**config.mk**
```make
export PLATFORM = sky130hd
export DESIGN_NAME = dijkstra_shortest_paths_top
export DESIGN_NICKNAME = d
export VERILOG_FILES = /design/src/dsp_pkg.sv /design/src/dsp_weight_store.sv /design/src/dijkstra_shortest_paths_top.sv
export SDC_FILE = /design/constraint.sdc
export NUM_CORES = 2
export LEC_CHECK = 0
export BUFFER_PORTS_ARGS = -buffer_cell sky130_fd_sc_hd__buf_2
export CAP_MARGIN = 20
export CORE_MARGIN = 4
export CORE_UTILIZATION = 55
export DETAILED_ROUTE_END_ITERATION = 10
export GPL_ROUTABILITY_DRIVEN = 0
export PLACE_DENSITY_LB_ADDON = 0.3
export SLEW_MARGIN = 20
export SYNTH_ARGS = -nofsm -noshare
export SYNTH_HDL_FRONTEND = slang
export SYNTH_HIERARCHICAL = 1
export SYNTH_MEMORY_MAX_BITS = 65536
export SYNTH_SLANG_ARGS = --single-unit
```
**constraint.sdc**
```tcl
create_clock -name i_clk -period 6.51 [get_ports i_clk]
set_clock_uncertainty 0.1 [all_clocks]
set_input_delay 0.3255 -clock i_clk [delete_from_list [all_inputs] [get_ports i_clk]]
set_output_delay 0.3255 -clock i_clk [all_outputs]
set_load 0.02 [all_outputs]
```
**src/dsp_pkg.sv**
```systemverilog
// ----------------------------------------------------------------------------
// dsp_pkg
// Shared constants and types for the shortest path block.
// ----------------------------------------------------------------------------
package dsp_pkg;

    localparam int MAX_VERTICES  = 16;
    localparam int WEIGHT_BITS   = 16;
    localparam int VERT_BITS     = $clog2(MAX_VERTICES);
    localparam int CNT_BITS      = $clog2(MAX_VERTICES + 1);
    localparam int ADDR_BITS     = 2 * VERT_BITS;
    localparam int DIST_BITS     = 21;
    localparam int OUT_DIST_BITS = 20;
    localparam int CFG_BITS      = 5;

    localparam logic REQ_LOAD = 1'b0;
    localparam logic REQ_RUN  = 1'b1;

    typedef logic [VERT_BITS-1:0]   t_vert;
    typedef logic [ADDR_BITS-1:0]   t_waddr;
    typedef logic [WEIGHT_BITS-1:0] t_weight;
    typedef logic [DIST_BITS-1:0]   t_dist;

    typedef struct packed {
        logic    we;
        t_waddr  addr;
        t_weight data;
    } t_wr;

endpackage

```
**src/dsp_weight_store.sv**
```systemverilog
// ----------------------------------------------------------------------------
// dsp_weight_store
// Adjacency matrix RAM, one write and one registered read per cycle.
// Per-entry valid bits make unwritten entries read as zero (no edge).
// ----------------------------------------------------------------------------
module dsp_weight_store (
    input  logic           i_clk,
    input  logic           i_rst_n,
    input  dsp_pkg::t_wr   i_wr,
    input  dsp_pkg::t_waddr i_rd_addr,
    output dsp_pkg::t_weight o_rd_data
);
    import dsp_pkg::*;

    localparam int DEPTH = MAX_VERTICES * MAX_VERTICES;

    t_weight          r_mem [DEPTH];
    logic [DEPTH-1:0] r_valid;
    t_weight          r_rd_data;
    logic             r_rd_vld;

    always_ff @(posedge i_clk) begin
        if (!i_rst_n) begin
            r_valid <= '0;
        end else if (i_wr.we) begin
            r_valid[i_wr.addr] <= 1'b1;
        end
    end

    always_ff @(posedge i_clk) begin
        if (i_wr.we) begin
            r_mem[i_wr.addr] <= i_wr.data;
        end
        r_rd_data <= r_mem[i_rd_addr];
        r_rd_vld  <= r_valid[i_rd_addr];
    end

    assign o_rd_data = r_rd_vld ? r_rd_data : '0;

endmodule

```
**src/dijkstra_shortest_paths_top.sv**
```systemverilog
// ----------------------------------------------------------------------------
// dijkstra_shortest_paths_top
// Dense-matrix single-source shortest paths with per-vertex result words.
//
//   channel  | ports                                  | handshake
//   ---------+----------------------------------------+---------------------
//   request  | i_req_type i_from_vertex i_to_vertex   | i_start & !o_busy
//            | i_edge_weight i_source_vertex          |
//   result   | o_vertex o_distance o_predecessor      | o_strobe, one cycle
//            | o_reachable o_last                     |
//   config   | i_cfg_data                             | i_cfg_we
//
// Loads may be issued back to back. The length of a run is set by the single
// read port of the distance memory, scanned one vertex per cycle for each
// selection pass and each relaxation pass. Rounds whose pick has no known
// distance skip the relaxation pass.
// Reset is synchronous; the weight matrix reads as empty after reset.
// The receiver cannot stall; result words come one per cycle.
// ----------------------------------------------------------------------------
module dijkstra_shortest_paths_top (
    input  logic                         i_clk,
    input  logic                         i_rst_n,
    input  logic                         i_start,
    output logic                         o_busy,
    input  logic                         i_req_type,
    input  logic [3:0]                   i_from_vertex,
    input  logic [3:0]                   i_to_vertex,
    input  logic [15:0]                  i_edge_weight,
    input  logic [3:0]                   i_source_vertex,
    input  logic                         i_cfg_we,
    input  logic [dsp_pkg::CFG_BITS-1:0] i_cfg_data,
    output logic                         o_strobe,
    output logic [3:0]                   o_vertex,
    output logic [19:0]                  o_distance,
    output logic [3:0]                   o_predecessor,
    output logic                         o_reachable,
    output logic                         o_last
);
    import dsp_pkg::*;

    typedef enum logic [1:0] {
        S_IDLE,
        S_SEL,
        S_REL,
        S_OUT
    } t_state;

    typedef struct packed {
        t_dist dlen;
        t_vert pred;
    } t_dent;

    localparam logic [DIST_BITS:0] KEY_INF = '1;
    localparam t_dist DIST_SAT = '1;
    localparam logic [OUT_DIST_BITS-1:0] OUT_SAT = '1;

    t_state                r_state;
    logic [CFG_BITS-1:0]   r_vcount;
    logic [CNT_BITS-1:0]   r_cnt;
    logic [CNT_BITS-1:0]   r_round;
    logic                  r_p_vld;
    t_vert                 r_p_idx;
    logic [MAX_VERTICES-1:0] r_visited;
    logic [MAX_VERTICES-1:0] r_known;
    logic [DIST_BITS:0]    r_best_key;
    t_vert                 r_best_idx;
    t_vert                 r_src;
    t_dent                 r_dmem [MAX_VERTICES];
    t_dent                 r_drd;

    logic                  r_strobe;
    logic [3:0]            r_vertex;
    logic [19:0]           r_distance;
    logic [3:0]            r_pred;
    logic                  r_reach;
    logic                  r_last;

    logic [CNT_BITS-1:0]   n_act;
    logic                  n_issue;
    logic                  n_done;
    logic                  n_run;
    t_vert                 n_rd_idx;
    t_wr                   n_wr;
    t_weight               n_w;
    logic [DIST_BITS:0]    n_sum;
    t_dist                 n_cand;
    logic                  n_upd;
    logic [DIST_BITS:0]    n_key;
    logic                  n_take;
    logic                  n_last_round;
    t_dist                 n_out_dist;

    always_comb begin
        if (r_vcount == '0) begin
            n_act = CNT_BITS'(1);
        end else if (32'(r_vcount) > MAX_VERTICES) begin
            n_act = CNT_BITS'(MAX_VERTICES);
        end else begin
            n_act = CNT_BITS'(r_vcount);
        end
    end

    assign n_rd_idx = r_cnt[VERT_BITS-1:0];
    assign n_issue  = (r_state != S_IDLE) && (r_cnt != n_act);
    assign n_done   = (r_cnt == n_act) && !r_p_vld;
    assign n_run    = (r_state == S_IDLE) && i_start && (i_req_type == REQ_RUN);

    assign n_wr.we   = (r_state == S_IDLE) && i_start && (i_req_type == REQ_LOAD)
                       && (32'(i_from_vertex) < MAX_VERTICES)
                       && (32'(i_to_vertex) < MAX_VERTICES);
    assign n_wr.addr = {i_from_vertex[VERT_BITS-1:0], i_to_vertex[VERT_BITS-1:0]};
    assign n_wr.data = i_edge_weight[WEIGHT_BITS-1:0];

    dsp_weight_store u_wstore (
        .i_clk     (i_clk),
        .i_rst_n   (i_rst_n),
        .i_wr      (n_wr),
        .i_rd_addr ({r_best_idx, n_rd_idx}),
        .o_rd_data (n_w)
    );

    // relaxation of the vertex whose data just came back
    assign n_sum  = {1'b0, r_best_key[DIST_BITS-1:0]} + (DIST_BITS+1)'(n_w);
    assign n_cand = n_sum[DIST_BITS] ? DIST_SAT : n_sum[DIST_BITS-1:0];
    assign n_upd  = (r_state == S_REL) && r_p_vld && !r_visited[r_p_idx]
                    && (n_w != '0) && (!r_known[r_p_idx] || (n_cand < r_drd.dlen));

    // selection: unknown counts as infinity, ties to the higher index
    assign n_key  = r_known[r_p_idx] ? {1'b0, r_drd.dlen} : KEY_INF;
    assign n_take = (r_state == S_SEL) && r_p_vld && !r_visited[r_p_idx]
                    && (n_key <= r_best_key);

    assign n_last_round = (r_round + CNT_BITS'(1)) == (n_act - CNT_BITS'(1));

    assign n_out_dist = r_drd.dlen;

    always_ff @(posedge i_clk) begin
        if (n_upd) begin
            r_dmem[r_p_idx] <= '{dlen: n_cand, pred: r_best_idx};
        end else if (n_run) begin
            r_dmem[i_source_vertex[VERT_BITS-1:0]] <=
                '{dlen: '0, pred: i_source_vertex[VERT_BITS-1:0]};
        end
        r_drd <= r_dmem[n_rd_idx];
    end

    always_ff @(posedge i_clk) begin
        if (!i_rst_n) begin
            r_state    <= S_IDLE;
            r_vcount   <= CFG_BITS'(16);
            r_cnt      <= '0;
            r_round    <= '0;
            r_p_vld    <= 1'b0;
            r_visited  <= '0;
            r_known    <= '0;
            r_strobe   <= 1'b0;
            r_best_key <= KEY_INF;
            r_best_idx <= '0;
        end else begin
            r_strobe <= (r_state == S_OUT) && r_p_vld;
            r_p_vld  <= n_issue;
            r_p_idx  <= n_rd_idx;
            if (n_issue) begin
                r_cnt <= r_cnt + CNT_BITS'(1);
            end
            if (i_cfg_we) begin
                r_vcount <= i_cfg_data;
            end

            case (r_state)
                S_IDLE: begin
                    if (i_start && (i_req_type == REQ_RUN)) begin
                        r_src      <= i_source_vertex[VERT_BITS-1:0];
                        r_visited  <= '0;
                        r_known    <= (CNT_BITS'(i_source_vertex) < n_act)
                                      ? (MAX_VERTICES'(1) << i_source_vertex[VERT_BITS-1:0])
                                      : '0;
                        r_round    <= '0;
                        r_cnt      <= '0;
                        r_best_key <= KEY_INF;
                        r_state    <= (n_act == CNT_BITS'(1)) ? S_OUT : S_SEL;
                    end
                end
                S_SEL: begin
                    if (n_take) begin
                        r_best_key <= n_key;
                        r_best_idx <= r_p_idx;
                    end
                    if (n_done) begin
                        r_visited[r_best_idx] <= 1'b1;
                        r_cnt <= '0;
                        if (r_known[r_best_idx]) begin
                            r_state <= S_REL;
                        end else begin
                            r_round    <= r_round + CNT_BITS'(1);
                            r_best_key <= KEY_INF;
                            r_state    <= n_last_round ? S_OUT : S_SEL;
                        end
                    end
                end
                S_REL: begin
                    if (n_upd) begin
                        r_known[r_p_idx] <= 1'b1;
                    end
                    if (n_done) begin
                        r_cnt      <= '0;
                        r_round    <= r_round + CNT_BITS'(1);
                        r_best_key <= KEY_INF;
                        r_state    <= n_last_round ? S_OUT : S_SEL;
                    end
                end
                S_OUT: begin
                    if (r_p_vld) begin
                        r_vertex   <= 4'(r_p_idx);
                        r_reach    <= r_known[r_p_idx];
                        r_last     <= (CNT_BITS'(r_p_idx) + CNT_BITS'(1)) == n_act;
                        if (!r_known[r_p_idx]) begin
                            r_distance <= '0;
                            r_pred     <= 4'(r_src);
                        end else begin
                            r_distance <= (n_out_dist > DIST_BITS'(OUT_SAT))
                                          ? OUT_SAT : n_out_dist[OUT_DIST_BITS-1:0];
                            r_pred     <= 4'(r_drd.pred);
                        end
                    end
                    if (n_done) begin
                        r_state <= S_IDLE;
                    end
                end
                default: begin
                    r_state <= S_IDLE;
                end
            endcase
        end
    end

    assign o_busy        = (r_state != S_IDLE);
    assign o_strobe      = r_strobe;
    assign o_vertex      = r_vertex;
    assign o_distance    = r_distance;
    assign o_predecessor = r_pred;
    assign o_reachable   = r_reach;
    assign o_last        = r_last;

    a_strobe_busy: assert property (@(posedge i_clk) disable iff (!i_rst_n)
        o_strobe |-> o_busy)
        else $error("result word outside a run");

    a_run_busy: assert property (@(posedge i_clk) disable iff (!i_rst_n)
        i_start && !o_busy && (i_req_type == REQ_RUN) |=> o_busy)
        else $error("run request not taken");

    a_rel_known: assert property (@(posedge i_clk) disable iff (!i_rst_n)
        (r_state == S_REL) |-> (r_known[r_best_idx] && r_visited[r_best_idx]))
        else $error("relaxing from a vertex without a distance");

    a_vertex_seq: assert property (@(posedge i_clk) disable iff (!i_rst_n)
        o_strobe && $past(o_strobe) |-> o_vertex == 4'($past(o_vertex) + 4'd1))
        else $error("result words out of order");

endmodule
```
**Word level (Yosys, flattened, before mapping)**

Memory sizes are Yosys's and may differ from the RTL's. A register that Yosys moved wholly into a read port is not among the register bits.
Index checks and enable logic that the tools add are counted.

- Bits in registers: 372
- Memory bits (writable): 4496
- Input bits: 38
- Output and inout port bits: 32
- Word-level logic and storage cells: 156
- Memories kept: 2

- Add/sub/neg operators: 5
- $lt $le $gt $ge: 12
- Equal/unequal tests: 14
- Shifts and indexed selects: 1
- Muxes and demuxes: 61
- Bitwise logic cells: 4
- Reductions and logical operators: 38

Memories:

| memory | words | width | rd ports | clocked after memory_dff | write ports | RTL line | RTL |
|---|---|---|---|---|---|---|---|
| u_wstore.r_mem | 256 | 16 | 1 | 1 | 1 | dsp_weight_store.sv:17 | `t_weight r_mem [DEPTH];` |
| r_dmem | 16 | 25 | 1 | 1 | 1 | dijkstra_shortest_paths_top.sv:68 | `t_dent r_dmem [MAX_VERTICES];` |

Operators with widths:

| kind | count |
|---|---|
| 256-bit OR | 1 |
| 22-bit two-way mux | 6 |
| 16-bit two-way mux | 6 |
| 22-bit case mux with 3 select lines | 1 |
| 16-bit case mux with 2 select lines | 2 |
| 5-bit two-way mux | 9 |
| 16-bit OR | 2 |
| 25-bit two-way mux | 1 |
| 25-bit OR reduction | 1 |
| 21-bit by 16-bit adder with 22-bit output | 1 |
| 22-bit <= comparator | 1 |
| 21-bit by 20-bit > comparator with 1-bit output (second input constant) | 1 |
| 21-bit less-than comparator | 1 |
| 21-bit two-way mux | 1 |
| 20-bit two-way mux | 1 |
| 8-bit by 9-bit less-than comparator with 1-bit output (second input constant) | 2 |
| 1-bit logical AND | 17 |
| 16-bit nonzero test | 1 |
| 1-bit by 4-bit left shift with 16-bit output (first input constant) | 1 |
| 5-bit equality test | 3 |
| 1-bit two-way mux | 15 |
| 5-bit case mux with 3 select lines | 1 |
| 3-bit AND reduction | 5 |
| 2-bit two-way mux | 7 |
| other kinds (32) | 48 |

**Longest topological paths before layout**

- Depth after elaboration: 10
- Depth in mapped cells: 23
- Depth with buffers taken out: 19

**Cells and area by module**

Netlist, hierarchy kept.

Modules (own cells, without submodules):

| module | times used | cells each | area each (um^2) | seq. area each (um^2) |
|---|---|---|---|---|
| dsp_weight_store | 1 | 8133 | 167852.2 | 128463.2 |
| dijkstra_shortest_paths_top | 1 | 1699 | 23770.3 | 15194.6 |

**Worst setup path after synthesis**

OpenSTA, ideal clock, no wires.

- Path kind: flip-flop to flip-flop
- From: reg u_wstore.r_rd_vld
- To: mem r_dmem[4][0] (netlist name) (enable)
- Library setup time: 0.407 ns
- Arrival: 5.375 ns
- Required time: 6.003 ns
- Path slack: 0.628 ns
- Cell stages (with the launch flop): 23
- Buffers on the path: 4
- Period minus slack after synthesis: 5.882 ns
- Cells stage by stage: dfxtp_1 > clkbuf_1 > and2_1 > ha_1 > and4_1 > and2_1 > a22oi_1 > o21ai_1 > a41oi_1 > or3_1 > buf_2 > clkbuf_1 > nand2_1 > ha_1 > a21o_1 > a21o_1 > a21oi_1 > o311ai_0 > a41oi_1 > o22a_1 > buf_4 > mux2i_1 > nor2_1

- Word-level cells in the longest chain between the ends: 10
- Elaborated cells between the ends (all ways): 15
- Those cells by class: 1 x add/sub; 1 x order compare; 8 x mux; 5 x reduce/logical

Ends and longest elaborated chain:

| element | RTL line | RTL |
|---|---|---|
| start: declaration | dsp_weight_store.sv:20 | `logic r_rd_vld;` |
| start signal: assignment | dsp_weight_store.sv:35 | `r_rd_vld <= r_valid[i_rd_addr];` |
| 16-bit two-way mux * | dsp_weight_store.sv:38 | `assign o_rd_data = r_rd_vld ? r_rd_data : '0;` |
| named net n_w[12] | dijkstra_shortest_paths_top.sv:84 | `t_weight n_w;` |
| 21-bit by 16-bit adder with 22-bit output | dijkstra_shortest_paths_top.sv:123 | `assign n_sum = {1'b0, r_best_key[DIST_BITS-1:0]} + (DIST_BITS+1)'(n_w);` |
| 21-bit two-way mux | dijkstra_shortest_paths_top.sv:124 | `assign n_cand = n_sum[DIST_BITS] ? DIST_SAT : n_sum[DIST_BITS-1:0];` |
| 21-bit less-than comparator | dijkstra_shortest_paths_top.sv:126 | `&& (n_w != '0) && (!r_known[r_p_idx] \|\| (n_cand < r_drd.dlen));` |
| 1-bit logical OR | dijkstra_shortest_paths_top.sv:126 |  |
| 1-bit logical AND * | dijkstra_shortest_paths_top.sv:126 |  |
| 1-bit two-way mux | dijkstra_shortest_paths_top.sv:138 | `if (n_upd) begin` |
| 1-bit two-way mux (not written as such) | dijkstra_shortest_paths_top.sv:141 | `r_dmem[i_source_vertex[VERT_BITS-1:0]] <=` |
| 25-bit OR reduction (no source line) | - |  |
| 4-bit two-way mux (no source line) or 1-bit two-way mux (tied branches) | - |  |
| end: declaration | dijkstra_shortest_paths_top.sv:68 |  |

Mark *: on every way through the listed nets, which the timed path passes. The rest lies on a longest branch.

**Final worst setup path**

- From: reg u_wstore.r_rd_vld
- To: mem r_dmem[11][6] (netlist name) (enable)

Same word-level chain as after synthesis.

==> impl_metrics.py <==
metrics = {
    "power": {
        "ir_worst_vdd_v": 0.000266,
        "power_frac_comb_pct": 12.5,
        "p_int_mw": 54.0,
        "p_sw_share_pct": 24.0,
        "clockPowerShare_pct": 38.1,
        "p_switching_mw": 17.0,
        "p_per_area_mw_per_mm2": 330,
        "seq_power_share_pct": 49.4,
        "p_leak_nw": 66.9,
    },
    "sta": {
        "report.final.setup_viol": 0,
        "fin_setup_tns_ps": 0,
        "worst_pin_slew_ps": 1340,
        "max_slew_margin_pct": 9.51,
        "drv_slew": 0,
        "finalHoldViolCount": 0,
        "grt_setup_unrepaired": "false",
        "fmax_mhz": 163,
        "period_needed_ps": 6120,
        "post-route-period-util_pct": 94.0,
    },
    "detailed_routing": {
        "vias": 103000,
        "viasPerCell": 6.71,
        "wl_per_cell_um": 33.3,
        "ant_nets": 0,
        "wirelength_um": 510000,
        "drc": 8,
        "first_pass_iters": 11,
        "first_iter_violations": 14500,
    },
    "logic_synthesis": {
        "synthArstFlopShare_pct": 0,
        "syn_nets": 9944,
        "syn_area_mm2": 0.192,
        "ys_ff_latch": 4909,
        "ys_types": 81,
        "avgSynthCellArea_um2": 19.5,
        "synth_cells": 9832,
        "synth_edf_count": 4534,
        "ys_warn_count": 6,
        "ys_seq_area_share_pct": 75.0,
        "synth_top_flop_cell": "edfxtp_1",
    },
    "hold_path": {
        "hp-class": "input pin to flop",
    },
    "floorplanning": {
        "fp-row-count": 216,
        "die_w_um": 598,
        "core_mm2": 0.346,
        "io_pins": 70,
        "die_h_um": 598,
        "fp.dieArea_mm2": 0.358,
        "start_util_pct": 55.3,
    },
    "finish": {
        "fin_util_pct": 62.2,
        "layout_commonest_cell": "edfxtp_1",
        "drive_above_1_share_pct": 22.2,
        "fin_nets": 10400,
        "stdcell_count": 15300,
        "mostFrequentLayoutCells": "edfxtp_1, mux4_2, mux2i_1, clkbuf_16, buf_4",
        "syn_to_final_growth_pct": 12.4,
    },
    "clock_tree": {
        "cts_resized": 0,
        "clkTransAtPathRegs_ps": 60,
        "clock_latency_ps": 1040,
        "cts_tree": "done",
        "root_buffer": "clkbuf_16",
        "cts.sinks": 4909,
        "cts_buffer_depth": 4,
        "cts_htree_levels": 5,
        "cts_buffers": 468,
    },
    "global_routing": {
        "gr-total-overflow": 0,
        "antenna_found_initial": 39,
        "grt_first_pass_wirelength_um": 729000,
        "grt_usage_pct": 28.2,
        "grt_max_degree": 193,
        "grt_pass1_vias": 100000,
    },
    "setup_path": {
        "crit_path_start_kind": "flop",
        "crit_arrival_ps": 6750,
        "endpoint_kind": "flop",
        "worstPathRequired_ps": 7140,
        "critPathMaxFanout": 18,
        "crit_type": "flop to flop",
    },
    "placement": {
        "dp_cells": 14400,
        "dp_hpwl_um": 305000,
        "port_buffers": 69,
    },
    "flow_run": {
        "drv_cap": 0,
    },
    "outcome": {
        "violations": "DRC",
        "run_status": "finished, violations left",
    },
}
## cells by family after synthesis
logic type | share of synthesized area (%)
AND/OR/NAND/NOR | 2.62
adder cells (fa/ha/maj) | 0.487
flip-flops | 75.0
AO/OA/AOI/OAI | 5.14
XOR/XNOR | 0.119
multiplexers | 14.7
buffers and inverters | 1.92
## layout make-up
cell class / instances / area [um2]
timing repair buffer: 600 / 5220
antenna: 22 / 55.1
multi-input combinational: 4266 / 45000
inverter: 67 / 262
clock buffer: 644 / 13000
sequential: 4909 / 144000
tap: 4578 / 5730
clock inverter: 243 / 2450
fill: 23400 / 131000
## metrics by stage
stage / power (mW) / area (um2) / hold slack, ps / worst slack (ps)
floorplan: 42.1 / 192000 / 324 / 628
global placement: 44.3 / 199000 / 341 / 549
detailed placement: 44.5 / 199000 / 348 / 539
CTS: 71.3 / 215000 / 13.7 / 531
global route: 73.3 / 215000 / 44.3 / 92.5
finish: 71.0 / 215000 / 96.5 / 388
## worst max-delay path: stages (launching register included)
cell,delay [ps]
dfxtp_1,440
and2_1,230
ha_1,220
fa_1,440
a211oi_1,360
nor2_1,120
o31ai_1,360
a31o_2,230
a21oi_1,130
and2_1,190
o21ai_0,260
ha_1,320
a21oi_1,220
o21ai_0,150
nand2b_1,100
o2111ai_1,150
a21oi_2,200
o21a_1,390
mux2i_1,780
nor2_4,230
buf_12,250
## synthesized netlist by cell type (all sizes together), types with 10 or more instances
cell        n  area share [%]
a211o      22            0.10
nor3      214            0.56
a22o       13           0.059
xnor2      19           0.087
dfxtp     375             3.9
a21o       20           0.078
or3        15           0.049
mux2       37            0.22
a22oi     191            0.75
a31oi      18           0.059
mux2i     701             3.7
nor2      399            0.78
clkbuf    315            0.62
o21ai     118            0.31
a221oi     45            0.21
nand4      38            0.12
buf       275             1.2
a21oi     256            0.68
o31ai      10           0.039
o211ai     22           0.086
nand3      52            0.14
nor2b      22           0.073
o211a      14           0.073
ha         73            0.48
a211oi     38            0.15
o21a      265             1.0
o221ai    123            0.56
inv        67            0.13
nor4       48            0.16
nand2     196            0.38
o22ai     214            0.71
and2       41            0.13
nand2b     14           0.046
edfxtp   4534              71
a2111oi    16           0.074
mux4      922              11
## final timing paths
check / slack [ps] / cells after the start / end / from
max reg2reg: 390 / 20 / r_dmem[11][6] / u_wstore/r_rd_vld
min: 100 / 2 / r_src[1] / i_source_vertex[1]
max: 390 / 20 / r_dmem[11][6] / u_wstore/r_rd_vld
min reg2reg: 360 / 1 / u_wstore/r_valid[16] / u_wstore/r_valid[16]
## power by group through the flow
stage	Clock, mW	Sequential, mW	Combinational (mW)
floorplan	0	35.7	6.42
global placement	0	35.8	8.55
detailed placement	0	35.8	8.76
CTS	27.4	35.1	8.82
global route	28.8	35.1	9.39
finish	27.1	35.1	8.86
## layer usage
layer | global-route usage [%] | up-vias | wire length, um
met2 | 43.4 | 6214 | 237000
met3 | 7.26 | 1102 | 58300
li1 | - | 41600 | -
met4 | 10.4 | 22 | 23000
met1 | 39.4 | 53900 | 191000
met5 | 0.374 | - | 437
## state kept, by name, indices dropped and copies added, names as in the netlist, 5 cells and up
signal and cells:
n_out_dist 21, r_vcount 5, r_cnt 5, r_visited 16, r_best_key 22, u_wstore/r_valid 256, r_dmem 400, r_known 16
r_round 5, o_distance 20, u_wstore/r_mem 4096, u_wstore/r_rd_data 16
## what timing repair did
| item | CTS | global route |
|---|---|---|
| hold buffers | 46 | 0 |
| setup buffers | 0 | 0 |
| endpoints found under the hold margin | 1815 | 0 |
Note: power is estimated with default switching activity, not from simulation.
